[src/hdl/fmm_pkg.sv]
// Shared types, register indexes, reset values and the sine table for the FM modulator.
package fmm_pkg;

  // Configuration register indexes
  localparam logic [2:0] CFG_FM_STEP      = 3'd0;
  localparam logic [2:0] CFG_MIC_GAIN     = 3'd1;
  localparam logic [2:0] CFG_METER_PERIOD = 3'd2;
  localparam logic [2:0] CFG_CTCSS_ON     = 3'd3;
  localparam logic [2:0] CFG_CTCSS_STEP   = 3'd4;

  localparam int CFG_IDX_W  = 3;
  localparam int CFG_DATA_W = 32;

  // Register reset values
  localparam logic [23:0] RST_FM_STEP      = 24'd0;
  localparam logic [7:0]  RST_MIC_GAIN     = 8'd10;
  localparam logic [15:0] RST_METER_PERIOD = 16'd4096;
  localparam logic        RST_CTCSS_ON     = 1'b0;
  localparam logic [31:0] RST_CTCSS_STEP   = 32'd0;

  // Divide by ten: (m * 52429) >> 19 is exact for m below 43690
  localparam logic [31:0] DIV10_RECIP = 32'd52429;

  // Mixing weights for voice and tone
  localparam logic signed [21:0] MIX_VOICE_W = 22'sd205;
  localparam logic signed [21:0] MIX_TONE_W  = 22'sd50;

  // Quarter turn in units of the top phase byte
  localparam logic [7:0] QUARTER_TURN = 8'd64;

  // Level report saturation value
  localparam logic [15:0] LEVEL_MAX = 16'hFFFF;

  // Commands from the controller to the datapath, one step each
  typedef struct packed {
    logic load;      // capture the incoming sample
    logic gain;      // shifted sample times gain
    logic scale;     // divide by ten
    logic mix;       // meter update, tone mix, tone phase advance
    logic mixed;     // scale mix down by 256
    logic fm_mul;    // mixed sample times fm step
    logic phase;     // advance carrier phase
    logic out_load;  // load the result register
  } fmm_cmd_t;

  // Status back to the controller
  typedef struct packed {
    logic div_busy;
  } fmm_sts_t;

  // First quadrant of round(127*sin(2*pi*k/256)), k = 0..64
  localparam logic [6:0] QSINE [0:64] = '{
    7'd0,   7'd3,   7'd6,   7'd9,   7'd12,  7'd16,  7'd19,  7'd22,
    7'd25,  7'd28,  7'd31,  7'd34,  7'd37,  7'd40,  7'd43,  7'd46,
    7'd49,  7'd51,  7'd54,  7'd57,  7'd60,  7'd63,  7'd65,  7'd68,
    7'd71,  7'd73,  7'd76,  7'd78,  7'd81,  7'd83,  7'd85,  7'd88,
    7'd90,  7'd92,  7'd94,  7'd96,  7'd98,  7'd100, 7'd102, 7'd104,
    7'd106, 7'd107, 7'd109, 7'd111, 7'd112, 7'd113, 7'd115, 7'd116,
    7'd117, 7'd118, 7'd120, 7'd121, 7'd122, 7'd122, 7'd123, 7'd124,
    7'd125, 7'd125, 7'd126, 7'd126, 7'd126, 7'd127, 7'd127, 7'd127,
    7'd127
  };

  // Signed 8-bit sine of the top phase byte, folded from the quadrant table
  function automatic logic signed [7:0] fmm_sine(input logic [7:0] idx);
    logic [1:0] quad;
    logic [5:0] r;
    logic [6:0] ti;
    logic [7:0] v;
    quad = idx[7:6];
    r    = idx[5:0];
    ti   = quad[0] ? (7'd64 - {1'b0, r}) : {1'b0, r};
    v    = {1'b0, QSINE[ti]};
    return quad[1] ? $signed(-v) : $signed(v);
  endfunction

endpackage

[src/hdl/fmm_div.sv]
// Restoring divider, one quotient bit per cycle, for the level meter.
module fmm_div (
  input  logic        clk,
  input  logic        rst_n,
  input  logic        start,
  input  logic [31:0] dividend,
  input  logic [13:0] divisor,
  output logic        busy,
  output logic [31:0] quotient
);
  logic        busy_r, busy_nxt;
  logic [4:0]  cnt_r, cnt_nxt;
  logic [13:0] rem_r, rem_nxt;
  logic [31:0] quo_r, quo_nxt;
  logic [13:0] dsr_r, dsr_nxt;
  logic [14:0] rem_sh;
  logic [14:0] trial;
  logic        fits;

  // One restoring step
  assign rem_sh = {rem_r, quo_r[31]};
  assign trial  = rem_sh - {1'b0, dsr_r};
  assign fits   = (rem_sh >= {1'b0, dsr_r});

  always_comb begin
    busy_nxt = busy_r;
    cnt_nxt  = cnt_r;
    rem_nxt  = rem_r;
    quo_nxt  = quo_r;
    dsr_nxt  = dsr_r;
    if (start) begin
      busy_nxt = 1'b1;
      cnt_nxt  = 5'd31;
      rem_nxt  = '0;
      quo_nxt  = dividend;
      dsr_nxt  = divisor;
    end else if (busy_r) begin
      rem_nxt = fits ? trial[13:0] : rem_sh[13:0];
      quo_nxt = {quo_r[30:0], fits};
      if (cnt_r == 5'd0) begin
        busy_nxt = 1'b0;
      end else begin
        cnt_nxt = cnt_r - 5'd1;
      end
    end
  end

  always_ff @(posedge clk) begin
    if (!rst_n) begin
      busy_r <= 1'b0;
      cnt_r  <= '0;
    end else begin
      busy_r <= busy_nxt;
      cnt_r  <= cnt_nxt;
    end
  end

  // Operands, no reset needed
  always_ff @(posedge clk) begin
    rem_r <= rem_nxt;
    quo_r <= quo_nxt;
    dsr_r <= dsr_nxt;
  end

  assign busy     = busy_r;
  assign quotient = quo_r;
endmodule

[src/hdl/fmm_dp.sv]
// Datapath: config registers, sample scaling, tone mix, phase accumulators, meter, result register.
module fmm_dp (
  input  logic                           clk,
  input  logic                           rst_n,
  input  logic                           cfg_wr_en,
  input  logic [fmm_pkg::CFG_IDX_W-1:0]  cfg_index,
  input  logic [fmm_pkg::CFG_DATA_W-1:0] cfg_wdata,
  input  logic signed [15:0]             in_audio_sample,
  input  fmm_pkg::fmm_cmd_t              cmd,
  output fmm_pkg::fmm_sts_t              sts,
  output logic signed [7:0]              out_i_out,
  output logic signed [7:0]              out_q_out,
  output logic [15:0]                    out_level,
  output logic                           out_level_valid
);
  import fmm_pkg::*;

  // Configuration registers
  logic [23:0] fm_step_r;
  logic [7:0]  gain_r;
  logic [15:0] period_r;
  logic        ctcss_on_r;
  logic [31:0] ctcss_step_r;

  // Architectural state
  logic [31:0] carrier_r, carrier_nxt;
  logic [31:0] tone_ph_r, tone_ph_nxt;
  logic [31:0] sum_r, sum_nxt;
  logic [15:0] cnt_r, cnt_nxt;

  // Pipeline registers
  logic signed [15:0] smp_in_r;
  logic signed [16:0] gprod_r;
  logic signed [12:0] sample_r;
  logic [11:0]        smag_r;
  logic signed [21:0] mix_sum_r;
  logic signed [12:0] mixed_r;
  logic [31:0]        pprod_r;
  logic               rep_r;
  logic               divz_r;

  // Result register
  logic signed [7:0] i_r, q_r;
  logic [15:0]       level_r;
  logic              lv_r;

  logic signed [7:0]  shifted;
  logic signed [16:0] gprod_nxt;
  logic [16:0]        gabs;
  logic [31:0]        qprod;
  logic [11:0]        q10;
  logic signed [12:0] sample_nxt;
  logic signed [7:0]  tone;
  logic signed [21:0] mix_nxt;
  logic signed [21:0] mix_adj;
  logic signed [12:0] mixed_nxt;
  logic signed [37:0] pfull;
  logic [31:0]        sum_new;
  logic [13:0]        div_base;
  logic               rep;
  logic               divz;
  logic               div_start;
  logic               div_busy;
  logic [31:0]        div_quo;
  logic               fm_on;
  logic [7:0]         ph_top;
  logic [15:0]        level_nxt;

  // Config writes
  always_ff @(posedge clk) begin
    if (!rst_n) begin
      fm_step_r    <= RST_FM_STEP;
      gain_r       <= RST_MIC_GAIN;
      period_r     <= RST_METER_PERIOD;
      ctcss_on_r   <= RST_CTCSS_ON;
      ctcss_step_r <= RST_CTCSS_STEP;
    end else if (cfg_wr_en) begin
      case (cfg_index)
        CFG_FM_STEP:      fm_step_r    <= cfg_wdata[23:0];
        CFG_MIC_GAIN:     gain_r       <= cfg_wdata[7:0];
        CFG_METER_PERIOD: period_r     <= cfg_wdata[15:0];
        CFG_CTCSS_ON:     ctcss_on_r   <= cfg_wdata[0];
        CFG_CTCSS_STEP:   ctcss_step_r <= cfg_wdata[31:0];
        default: ;
      endcase
    end
  end

  // Gain: floor shift by 8 is the top byte, times gain
  assign shifted   = smp_in_r[15:8];
  assign gprod_nxt = shifted * $signed({1'b0, gain_r});

  // Divide by ten toward zero on the magnitude
  assign gabs       = gprod_r[16] ? 17'(-gprod_r) : gprod_r;
  assign qprod      = 32'(gabs[15:0]) * DIV10_RECIP;
  assign q10        = qprod[30:19];
  assign sample_nxt = gprod_r[16] ? -$signed({1'b0, q10}) : $signed({1'b0, q10});

  // Tone mix
  assign tone    = fmm_sine(tone_ph_r[31:24]);
  assign mix_nxt = sample_r * MIX_VOICE_W + tone * MIX_TONE_W;

  // Divide mix by 256 toward zero, or pass the voice when the tone is off
  assign mix_adj   = mix_sum_r + (mix_sum_r[21] ? 22'sd255 : 22'sd0);
  assign mixed_nxt = ctcss_on_r ? mix_adj[20:8] : sample_r;

  // Phase increment, modulo 2^32
  assign pfull = mixed_r * $signed({1'b0, fm_step_r});
  assign fm_on = (fm_step_r != 24'd0);

  // Meter
  assign sum_new   = sum_r + 32'(smag_r);
  assign div_base  = period_r[15:2];
  assign divz      = (div_base == 14'd0);
  assign rep       = (cnt_r == 16'd0);
  assign div_start = cmd.mix && rep && !divz;

  always_comb begin
    carrier_nxt = carrier_r;
    tone_ph_nxt = tone_ph_r;
    sum_nxt     = sum_r;
    cnt_nxt     = cnt_r;
    if (cmd.mix) begin
      if (rep) begin
        sum_nxt = '0;
        cnt_nxt = period_r;
      end else begin
        sum_nxt = sum_new;
        cnt_nxt = cnt_r - 16'd1;
      end
      if (ctcss_on_r) begin
        tone_ph_nxt = tone_ph_r + ctcss_step_r;
      end
    end
    if (cmd.phase && fm_on) begin
      carrier_nxt = carrier_r + pprod_r;
    end
  end

  always_ff @(posedge clk) begin
    if (!rst_n) begin
      carrier_r <= '0;
      tone_ph_r <= '0;
      sum_r     <= '0;
      cnt_r     <= '0;
    end else begin
      carrier_r <= carrier_nxt;
      tone_ph_r <= tone_ph_nxt;
      sum_r     <= sum_nxt;
      cnt_r     <= cnt_nxt;
    end
  end

  // Pipeline steps
  always_ff @(posedge clk) begin
    if (cmd.load) begin
      smp_in_r <= in_audio_sample;
    end
    if (cmd.gain) begin
      gprod_r <= gprod_nxt;
    end
    if (cmd.scale) begin
      sample_r <= sample_nxt;
      smag_r   <= q10;
    end
    if (cmd.mix) begin
      mix_sum_r <= mix_nxt;
      rep_r     <= rep;
      divz_r    <= divz;
    end
    if (cmd.mixed) begin
      mixed_r <= mixed_nxt;
    end
    if (cmd.fm_mul) begin
      pprod_r <= pfull[31:0];
    end
  end

  fmm_div u_div (
    .clk      (clk),
    .rst_n    (rst_n),
    .start    (div_start),
    .dividend (sum_new),
    .divisor  (div_base),
    .busy     (div_busy),
    .quotient (div_quo)
  );

  // Level report with saturation
  always_comb begin
    level_nxt = '0;
    if (rep_r) begin
      if (divz_r || (div_quo[31:16] != 16'd0)) begin
        level_nxt = LEVEL_MAX;
      end else begin
        level_nxt = div_quo[15:0];
      end
    end
  end

  // Result register
  assign ph_top = carrier_r[31:24];
  always_ff @(posedge clk) begin
    if (cmd.out_load) begin
      i_r     <= fm_on ? fmm_sine(ph_top + QUARTER_TURN) : 8'sd0;
      q_r     <= fm_on ? fmm_sine(ph_top) : 8'sd0;
      level_r <= level_nxt;
      lv_r    <= rep_r;
    end
  end

  assign sts.div_busy    = div_busy;
  assign out_i_out       = i_r;
  assign out_q_out       = q_r;
  assign out_level       = level_r;
  assign out_level_valid = lv_r;
endmodule

[src/hdl/fmm_ctrl.sv]
// Controller: sequences one request through the datapath and owns the handshakes.
module fmm_ctrl (
  input  logic              clk,
  input  logic              rst_n,
  input  logic              in_valid,
  output logic              in_stall,
  output logic              out_valid,
  input  logic              out_stall,
  output fmm_pkg::fmm_cmd_t cmd,
  input  fmm_pkg::fmm_sts_t sts
);
  import fmm_pkg::*;

  localparam logic [2:0] S_IDLE   = 3'd0;
  localparam logic [2:0] S_GAIN   = 3'd1;
  localparam logic [2:0] S_SCALE  = 3'd2;
  localparam logic [2:0] S_MIX    = 3'd3;
  localparam logic [2:0] S_MIXED  = 3'd4;
  localparam logic [2:0] S_FMMUL  = 3'd5;
  localparam logic [2:0] S_PHASE  = 3'd6;
  localparam logic [2:0] S_FINISH = 3'd7;

  logic [2:0] state_r, state_nxt;
  logic       ovld_r, ovld_nxt;
  logic       slot_free;

  // Result slot is free when empty or being taken this cycle
  assign slot_free = !ovld_r || !out_stall;

  always_comb begin
    state_nxt = state_r;
    cmd       = '0;
    case (state_r)
      S_IDLE: begin
        if (in_valid) begin
          cmd.load  = 1'b1;
          state_nxt = S_GAIN;
        end
      end
      S_GAIN: begin
        cmd.gain  = 1'b1;
        state_nxt = S_SCALE;
      end
      S_SCALE: begin
        cmd.scale = 1'b1;
        state_nxt = S_MIX;
      end
      S_MIX: begin
        cmd.mix   = 1'b1;
        state_nxt = S_MIXED;
      end
      S_MIXED: begin
        cmd.mixed = 1'b1;
        state_nxt = S_FMMUL;
      end
      S_FMMUL: begin
        cmd.fm_mul = 1'b1;
        state_nxt  = S_PHASE;
      end
      S_PHASE: begin
        cmd.phase = 1'b1;
        state_nxt = S_FINISH;
      end
      S_FINISH: begin
        // wait for the level divider and a free result slot
        if (!sts.div_busy && slot_free) begin
          cmd.out_load = 1'b1;
          state_nxt    = S_IDLE;
        end
      end
      default: state_nxt = S_IDLE;
    endcase
  end

  // Result valid flag
  always_comb begin
    ovld_nxt = ovld_r;
    if (cmd.out_load) begin
      ovld_nxt = 1'b1;
    end else if (ovld_r && !out_stall) begin
      ovld_nxt = 1'b0;
    end
  end

  always_ff @(posedge clk) begin
    if (!rst_n) begin
      state_r <= S_IDLE;
      ovld_r  <= 1'b0;
    end else begin
      state_r <= state_nxt;
      ovld_r  <= ovld_nxt;
    end
  end

  assign in_stall  = (state_r != S_IDLE);
  assign out_valid = ovld_r;
endmodule

[src/hdl/fm_modulator_with_ctcss_and_meter.sv]
// FM modulator with CTCSS tone and level meter: top level.
// Each request carries one signed 16-bit microphone sample and yields one I/Q pair
// plus an optional level report. A request is finished before the next one is
// accepted; on a tick that carries a level report it also waits for the 32-step
// restoring divider that forms sum / (meter_period/4). The result
// sits in an output register, so a new sample is taken while the last result waits
// to be read. Config registers are written through cfg_wr_en/cfg_index/cfg_wdata
// and must only be changed while no request is in flight.
module fm_modulator_with_ctcss_and_meter (
  input  logic                           clk,
  input  logic                           rst_n,
  input  logic                           cfg_wr_en,
  input  logic [fmm_pkg::CFG_IDX_W-1:0]  cfg_index,
  input  logic [fmm_pkg::CFG_DATA_W-1:0] cfg_wdata,
  input  logic                           in_valid,
  output logic                           in_stall,
  input  logic signed [15:0]             in_audio_sample,
  output logic                           out_valid,
  input  logic                           out_stall,
  output logic signed [7:0]              out_i_out,
  output logic signed [7:0]              out_q_out,
  output logic [15:0]                    out_level,
  output logic                           out_level_valid
);
  import fmm_pkg::*;

  fmm_cmd_t cmd;
  fmm_sts_t sts;

  fmm_ctrl u_ctrl (
    .clk       (clk),
    .rst_n     (rst_n),
    .in_valid  (in_valid),
    .in_stall  (in_stall),
    .out_valid (out_valid),
    .out_stall (out_stall),
    .cmd       (cmd),
    .sts       (sts)
  );

  fmm_dp u_dp (
    .clk             (clk),
    .rst_n           (rst_n),
    .cfg_wr_en       (cfg_wr_en),
    .cfg_index       (cfg_index),
    .cfg_wdata       (cfg_wdata),
    .in_audio_sample (in_audio_sample),
    .cmd             (cmd),
    .sts             (sts),
    .out_i_out       (out_i_out),
    .out_q_out       (out_q_out),
    .out_level       (out_level),
    .out_level_valid (out_level_valid)
  );

  // An accepted request keeps the input side busy on the next cycle
  a_busy_after_accept: assert property (@(posedge clk) disable iff (!rst_n)
    in_valid && !in_stall |=> in_stall)
    else $error("input not stalled after accepting a request");

  // At most one datapath step per cycle
  a_one_step: assert property (@(posedge clk) disable iff (!rst_n)
    $onehot0(cmd))
    else $error("more than one datapath command active");

  // Without a report the level field is zero
  a_level_zero: assert property (@(posedge clk) disable iff (!rst_n)
    out_valid && !out_level_valid |-> out_level == 16'd0)
    else $error("level nonzero without report");

  // A result only appears at the end of a request's processing
  a_result_from_request: assert property (@(posedge clk) disable iff (!rst_n)
    $rose(out_valid) |-> $past(in_stall))
    else $error("result appeared without a request in progress");
endmodule

[config.mk]
export PLATFORM = sky130hd
export DESIGN_NAME = fm_modulator_with_ctcss_and_meter
export DESIGN_NICKNAME = d
export VERILOG_FILES = /design/src/hdl/fmm_pkg.sv /design/src/hdl/fmm_div.sv /design/src/hdl/fmm_dp.sv /design/src/hdl/fmm_ctrl.sv /design/src/hdl/fm_modulator_with_ctcss_and_meter.sv
export SDC_FILE = /design/constraint.sdc
export NUM_CORES = 2
export LEC_CHECK = 0
export ABC_AREA = 1
export BUFFER_PORTS_ARGS = -buffer_cell sky130_fd_sc_hd__buf_2
export CORE_AREA = 2 2 302 334
export CTS_BUF_LIST = sky130_fd_sc_hd__clkbuf_8
export DETAILED_ROUTE_END_ITERATION = 10
export DIE_AREA = 0 0 304 336
export PLACE_DENSITY_LB_ADDON = 0.05
export SLEW_MARGIN = 10
export SYNTH_ARGS = -nofsm -noshare
export SYNTH_HDL_FRONTEND = slang
export SYNTH_HIERARCHICAL = 1
export SYNTH_SLANG_ARGS = --single-unit
[constraint.sdc]
create_clock -name clk -period 12.92 [get_ports clk]
set_input_delay 0.646 -clock clk [delete_from_list [all_inputs] [get_ports clk]]
set_output_delay 0.646 -clock clk [all_outputs]
set_load 0.005 [all_outputs]
==> run summary <==
Core area: 0.09856 sq mm
Gr ovfl total: 0
CP Capture Type: register
First-pass GRT wire length: 189400 um
GPL Wtd Cong: 0.8834
Ys async rst share: 0
CTS tree: done
Post-route ant nets: 0
Cell taking the most area after synthesis: fa_1
F_max: 112.5 MHz
Die width: 304 um
Multi-input logic area: 0.02900 sq mm
Initial antenna violation count: 6
Filler instances: 9966
Remaining DRCs: 0
Worst setup SP type: register
IO Pins: 91
Critical Path Max Stage Delay: 0.59 ns
Rows: 121
Setup bufs post-CTS: 0
Pre-Repair DR Iteration Count: 5
Placed cell areas: 0.04568 sq mm
Syn_nets: 6578
RSZ-0062 raised after global routing: false
Clock sink count: 414
Hold WC Path Type: in -> reg
Avg Vias per Cell: 5.054
Number of global-route vias before repair: 35660
Max-slew headroom: 0.2056
Final Skew: 0.06986 ns
Die Y: 336 um
Non-Filler Instances: 7024
Clock transition at path regs: 0.06 ns
Routed len/inst: 16.65 um
Seq/Total Area, Yosys: 0.2326
GRT Overall Usage: 0.2314
Pin count of the biggest net entering global routing: 70
Clock insertion delay at the later pin of the skew report: 0.76 ns
Average size of a mapped cell: 7.834 sq um
Port bufs: 82
Crit path kind: reg -> reg
YS warnings: 6
Most frequent cell after synthesis: nand2_1
H-tree depth: 3
Inst Count DP: 6873
Synth area leaders: fa_1 19%, ha_1 14%, edfxtp_1 13%
HPWL Detailed: 91130 um
Setup TNS: 0 ns
Syn-to-layout area delta: 7.282%
Max-cap violations: 0
Status: completed
Worst Path Arrival: 9.35 ns
EDFF count, synth: 197
Top cells by count, synth: 1199 x nand2_1, 1071 x inv_1, 483 x ha_1, 436 x nor2_1, 409 x fa_1
Max stage delay cell, worst path: dfxtp_1
Post-synth top flop: dfxtp_1
Slew Viols, Final: 0
Slew @ Worst Pin: 1.185 ns
Num CTS Buffers: 80
Final WL: 117000 um
Post-Syn Instances: 5630
Post-CTS sizing: 0
Share of layout cells above drive strength 1: 0.06284
Clock buffer depth: 3
Clk root buf: clkbuf_8
Clock period minus worst slack: 8.889 ns
WHS: 0.1034 ns
Hold_buf cts: 0
Final Hold Viols: 0
Final nets: 6612
Period utilization: 0.6880
Synthesized area: 0.04410 sq mm
Die footprint: 0.1021 sq mm
Distinct cells, synth: 61
Worst EP required: 13.38 ns
Synth Register Bits: 414
Storage cell area: 0.01026 sq mm
Worst-path fanout max: 10
Cell mode on critical path: nand2_1
Initial Utilization: 0.4475
Design area: 0.04732 sq mm
Routed vias: 35500
Yosys top cell area share: 0.1856
Initial DRC count: 1981
Setup violators final: 0
==> state kept, by name (all words and copies together), names as in the netlist, 14 cells and up <==
register,flops
u_dp/cnt_r,16
u_dp/sum_r,32
u_dp/period_r,16
u_dp/fm_step_r,24
u_dp/u_div/quotient,32
u_dp/ctcss_step_r,32
u_dp/u_div/dsr_r,14
u_dp/mix_sum_r,22
u_dp/carrier_r,32
u_dp/pprod_r,32
u_dp/tone_ph_r,32
u_dp/gprod_r,17
u_dp/u_div/rem_r,14
u_dp/out_level,16
==> worst paths after layout <==
check,depth (start not counted),from,endpoint,slack (ns)
min reg2reg,0,u_dp/period_r[6]$_SDFFE_PN0P_,u_dp/u_div/dsr_r[4]$_DFFE_PP_,0.44
max reg2reg,42,u_dp/tone_ph_r[24]$_SDFFE_PN0P_,u_dp/mix_sum_r[21]$_DFFE_PP_,4.03
max,42,u_dp/tone_ph_r[24]$_SDFFE_PN0P_,u_dp/mix_sum_r[21]$_DFFE_PP_,4.03
min,1,in_audio_sample[8],u_dp/smp_in_r[8]$_DFFE_PP_,0.10
==> cell type report <==
cell class                      instances  area share
Timing Repair Buffer                  112     0.01349
Sequential cell                       414      0.2168
Inverter                             1111     0.08816
Clock buffer                           88     0.02560
Tap cell                             1291     0.03414
Antenna cell                            4   0.0002115
Clock inverter                         59    0.008753
Multi-Input combinational cell       3945      0.6128
==> cell usage in the layout, fill, tap and decap left out, drive strengths merged, types with 17 or more instances in the layout <==
master,Yosys,layout
nand2,1228,1228
inv,1104,1135
ha,483,483
nor2,453,453
fa,409,409
a21oi,332,332
o21ai,330,330
nand3,233,233
dfxtp,217,217
edfxtp,197,197
xor2,133,133
buf,24,112
clkbuf,136,88
xnor2,74,74
nand4,42,42
nor3,40,40
o211ai,29,29
clkinv,7,27
nor4,20,20
a31oi,17,17
or2,17,17
==> logic make-up after synthesis <==
family                     Yosys count  share of synthesized area
and+or+nand+nor                   2049                     0.1940
buffers and inverters             1271                     0.1105
adders and majority gates          892                     0.3227
AOI/OAI and AO/OA                  797                    0.09906
DFF                                414                     0.2326
xor gates and xnor gates           207                    0.04111
==> through the flow <==
step	setup slack, ns	utilization
finish	4.031	0.4801
global route	3.259	0.4801
CTS	4.058	0.4800
detailed placement	4.086	0.4635
global placement	4.170	0.4635
floorplan	5.535	-
==> layer usage <==
layer / GRT usage / up-vias / part of all wire
met4: 0.06362 / 4 / 0.024
met1: 0.3147 / 16810 / 0.47
met2: 0.3802 / 686 / 0.46
li1: - / 17850 / -
met5: 0 / - / 0.00021
met3: 0.03983 / 148 / 0.052
==> worst max-delay path, delay by kind of cell (launching register included) <==
kind / cells / cell delay (ns)
adder cells (fa/ha/maj): 10 / 3.51
AND/OR/NAND/NOR: 16 / 1.98
XOR/XNOR: 3 / 0.81
flip-flops: 1 / 0.59
AO/OA/AOI/OAI: 6 / 1.08
buffers and inverters: 7 / 0.65
Power is not shown: default switching activity piles up to over one toggle a cycle in this logic, so the estimate is an artifact.
